$ cat config.mk
export PLATFORM = sky130hd
export DESIGN_NAME = gha_ram
export DESIGN_NICKNAME = d
export VERILOG_FILES = /design/src/sv/gha_ram.sv
export SDC_FILE = /design/constraint.sdc
export NUM_CORES = 1
export LEC_CHECK = 0
export ABC_AREA = 1
export BUFFER_PORTS_ARGS = -buffer_cell sky130_fd_sc_hd__buf_2
export CORE_MARGIN = 2
export CORE_UTILIZATION = 30
export CTS_CLUSTER_SIZE = 14
export DETAILED_ROUTE_END_ITERATION = 10
export PLACE_DENSITY = 0.53
export SYNTH_ARGS = -nofsm -noshare
export SYNTH_HDL_FRONTEND = slang
export SYNTH_SLANG_ARGS = --single-unit
$ cat constraint.sdc
create_clock -name clock -period 1 [get_ports clock]
set_input_delay 0.1 -clock clock [delete_from_list [all_inputs] [get_ports clock]]
set_output_delay 0.1 -clock clock [all_outputs]
set_load 0.02 [all_outputs]
$ cat src/sv/gha_ram.sv
module gha_ram #(
   parameter int WIDTH = 8,
   parameter int DEPTH = 16
) (
   input  logic                     clock,
   input  logic                     wr_en,
   input  logic [$clog2(DEPTH)-1:0] wr_addr,
   input  logic [WIDTH-1:0]         wr_data,
   input  logic                     rd_en,
   input  logic [$clog2(DEPTH)-1:0] rd_addr,
   output logic [WIDTH-1:0]         rd_data
);

   logic [WIDTH-1:0] mem_ff [DEPTH];
   logic [WIDTH-1:0] rd_data_ff;

   always_ff @(posedge clock) begin
      if (wr_en) begin
         mem_ff[wr_addr] <= wr_data;
      end
      if (rd_en) begin
         rd_data_ff <= mem_ff[rd_addr];
      end
   end

   assign rd_data = rd_data_ff;

endmodule
==> flow_summary.ini <==
[sta]
hold_viol = 0
fmax_ghz = 0.899
clock_skew_ns = 0.00576
worst_slew_pin_slew_ns = 0.429
drv_slew = 0
period_minus_slack_ns = 1.11
fin_hold_ws_ns = 0.0437
setup_viol = 16
rsz0062_at_grt = true
fin_crit_sh_pct = 111
worst_slew_margin_rel_pct = 71.4
worst_slack_ns = -0.112

[setup_path]
cp_top_family = flip-flops
crit_path_cell_trace = buf_6
endpoint_kind = output pin
worstPathArrival_ns = 1.01
slowest_stage = edfxtp_1
cp-start-kind = register
max_stage_delay_ns = 0.43
cp_max_fo = 1
critical_path_class = register to output pin
crit_buf_inv = 1
required_ns = 0.90

[synthesis]
netlist-cell-type-count = 11
synth.most_common_cell = nand2_1
netlist_instances = 551
synth_top_area_share_pct = 69.8
ys_warn_count = 0
syn-cell-area_um2 = 5850
yosysTopAreaCell = edfxtp_1
syn_avg_cell_area_um2 = 10.6
ys_seq_elements = 136
syn_nets = 570
synth_area_leaders = edfxtp_1 70%, nand2_1 11%, nand3_1 8.3%, inv_1 6.4%, buf_6 1.2%
synthFlopType = edfxtp_1
yosysSeqAreaShare_pct = 69.8
synth-edff-count = 136
yosys-top-cells-count = 173 x nand2_1, 136 x edfxtp_1, 100 x inv_1
ys_async_sr_fraction_pct = 0

[clock_network]
cts_buffers = 17
cts_buffer_depth = 2
h-tree-depth = 4
clock_latency_ns = 0.42
tritoncts = done
cts.clk_slew.worst_paths_ns = 0.06
hold_buffers = 0
cts_num_sinks = 136
ctsRootBufferMaster = clkbuf_16

[global_route]
grt_util_all_layers_pct = 14.7
grt-ovfl-total = 0
antenna_found_initial = 0
grt_pass1_vias = 3776
grt_pass1_wl_mm = 21.6
grt_max_degree = 65

[floorplan]
start_util_pct = 30.3
rows = 51
die_area_um2 = 20600
die_w_um = 144
die_h_um = 144
io_pins = 27
core_um2 = 19300

[outcome]
violations = negative setup slack
status = complete, but fails checks

[routing]
viasPerCell = 4.41
drc = 0
dr_wl_met3_um = 814
firstDrtPassIters = 5
wirelength_mm = 14.0
drt_iter0_drc = 326
wl_met2_mm = 6.46
top_layer = met4
wire_per_inst_um = 16.0
wl_met1_mm = 6.37
drt.antenna.violating_nets = 0
vias = 3867

[layout]
fillers = 1914
post-route-util_pct = 38.2
area_delta_synth_final_pct = 25.9
drive_gt1_share_pct = 22.3
fin_cells = 876
diodes = 0
nNetsFinal = 618

[power]
powerDensity_nw_per_um2 = 1880
vdd.ir_drop.worst_uv = 1080
p_leak_nw = 3.10

[place]
port_buffers = 26
dpl.hpwl_mm = 8.77
dp_cells = 845
gp_congestion = 0.830

[min_path]
hp-class = input port to register

[run]
cap_violations = 0
==> metrics by stage <==
stage | total power [mW] | setup TNS [ns] | setup WS (ns) | cell area (um^2)
4_1_cts | 13.9 | -1.23 | -0.131 | 7290
5_1_grt | 14.3 | -1.82 | -0.148 | 7360
3_3_place_gp | 7.45 | -14.34 | -0.321 | 6480
2_1_floorplan | 7.06 | -4.12 | -0.0508 | 5850
3_5_place_dp | 7.46 | -14.36 | -0.340 | 6480
6_report | 13.8 | -1.13 | -0.112 | 7360
==> sequential cells by signal, summed over array words and instances (netlist names) <==
register  count
mem_ff      128
rd_data       8
==> placed cells by master (no fill, tap or decap) <==
cell type,count
nand2_1,169
buf_6,8
nor2_1,14
bufinv_16,4
inv_2,3
inv_1,99
nand3b_1,2
edfxtp_1,136
nand3_1,54
nand2_2,4
clkinv_1,1
clkinv_2,4
nand3_2,43
buf_4,17
clkbuf_16,17
clkinvlp_4,4
buf_12,10
clkinv_4,1
buf_2,18
nor2_2,3
==> timing repair <==
action	CTS	global route
buffers inserted	0	0
endpoints found under the hold margin	0	0
pin swaps	37	17
resized for setup	44	20
endpoints found under the setup margin	16	16
==> layout make-up <==
class	instances	area (um^2)	area share [%]
Clock buffer	17	425	5.78
Sequential cell	136	4080	55.5
Tap cell	265	332	4.50
Inverter	102	383	5.20
Timing Repair Buffer	53	508	6.90
Clock inverter	14	183	2.48
Multi-Input combinational cell	289	1450	19.6
==> metal layers <==
| metal | GRT usage, % | vias to the layer above |
|---|---|---|
| li1 | - | 1874 |
| met1 | 19.6 | 1847 |
| met2 | 22.7 | 121 |
| met3 | 3.53 | 25 |
| met4 | 6.76 | 0 |
| met5 | 0 | - |
==> logic make-up (layout without fill, tap and decap cells) <==
group                  Yosys count  after routing  synth area share [%]
buffers and inverters          126            186                  9.39
DFF                            136            136                  69.8
and+or+nand+nor                289            289                  20.8
==> power breakdown <==
part	internal (mW)	switching, mW	leakage [nW]	total (mW)
sequential	6.43	0.0444	1.24	6.47
clock	4.12	2.27	0.288	6.40
combinational	0.336	0.645	1.58	0.981
total	10.9	2.96	3.10	13.8
==> worst paths after layout <==
path                            cells past startpoint                   end                   start  slack (ns)
worst max-delay path                                1            rd_data[2]    rd_data[2]$_DFFE_PP_       -0.11
worst max register to register                      6  rd_data[1]$_DFFE_PP_  mem_ff[5][1]$_DFFE_PP_       -0.11
worst min register to register                      6  rd_data[7]$_DFFE_PP_  mem_ff[3][7]$_DFFE_PP_        0.76
worst min-delay path                                1  rd_data[6]$_DFFE_PP_                   rd_en        0.04
Note: power is estimated with default switching activity, not from simulation.
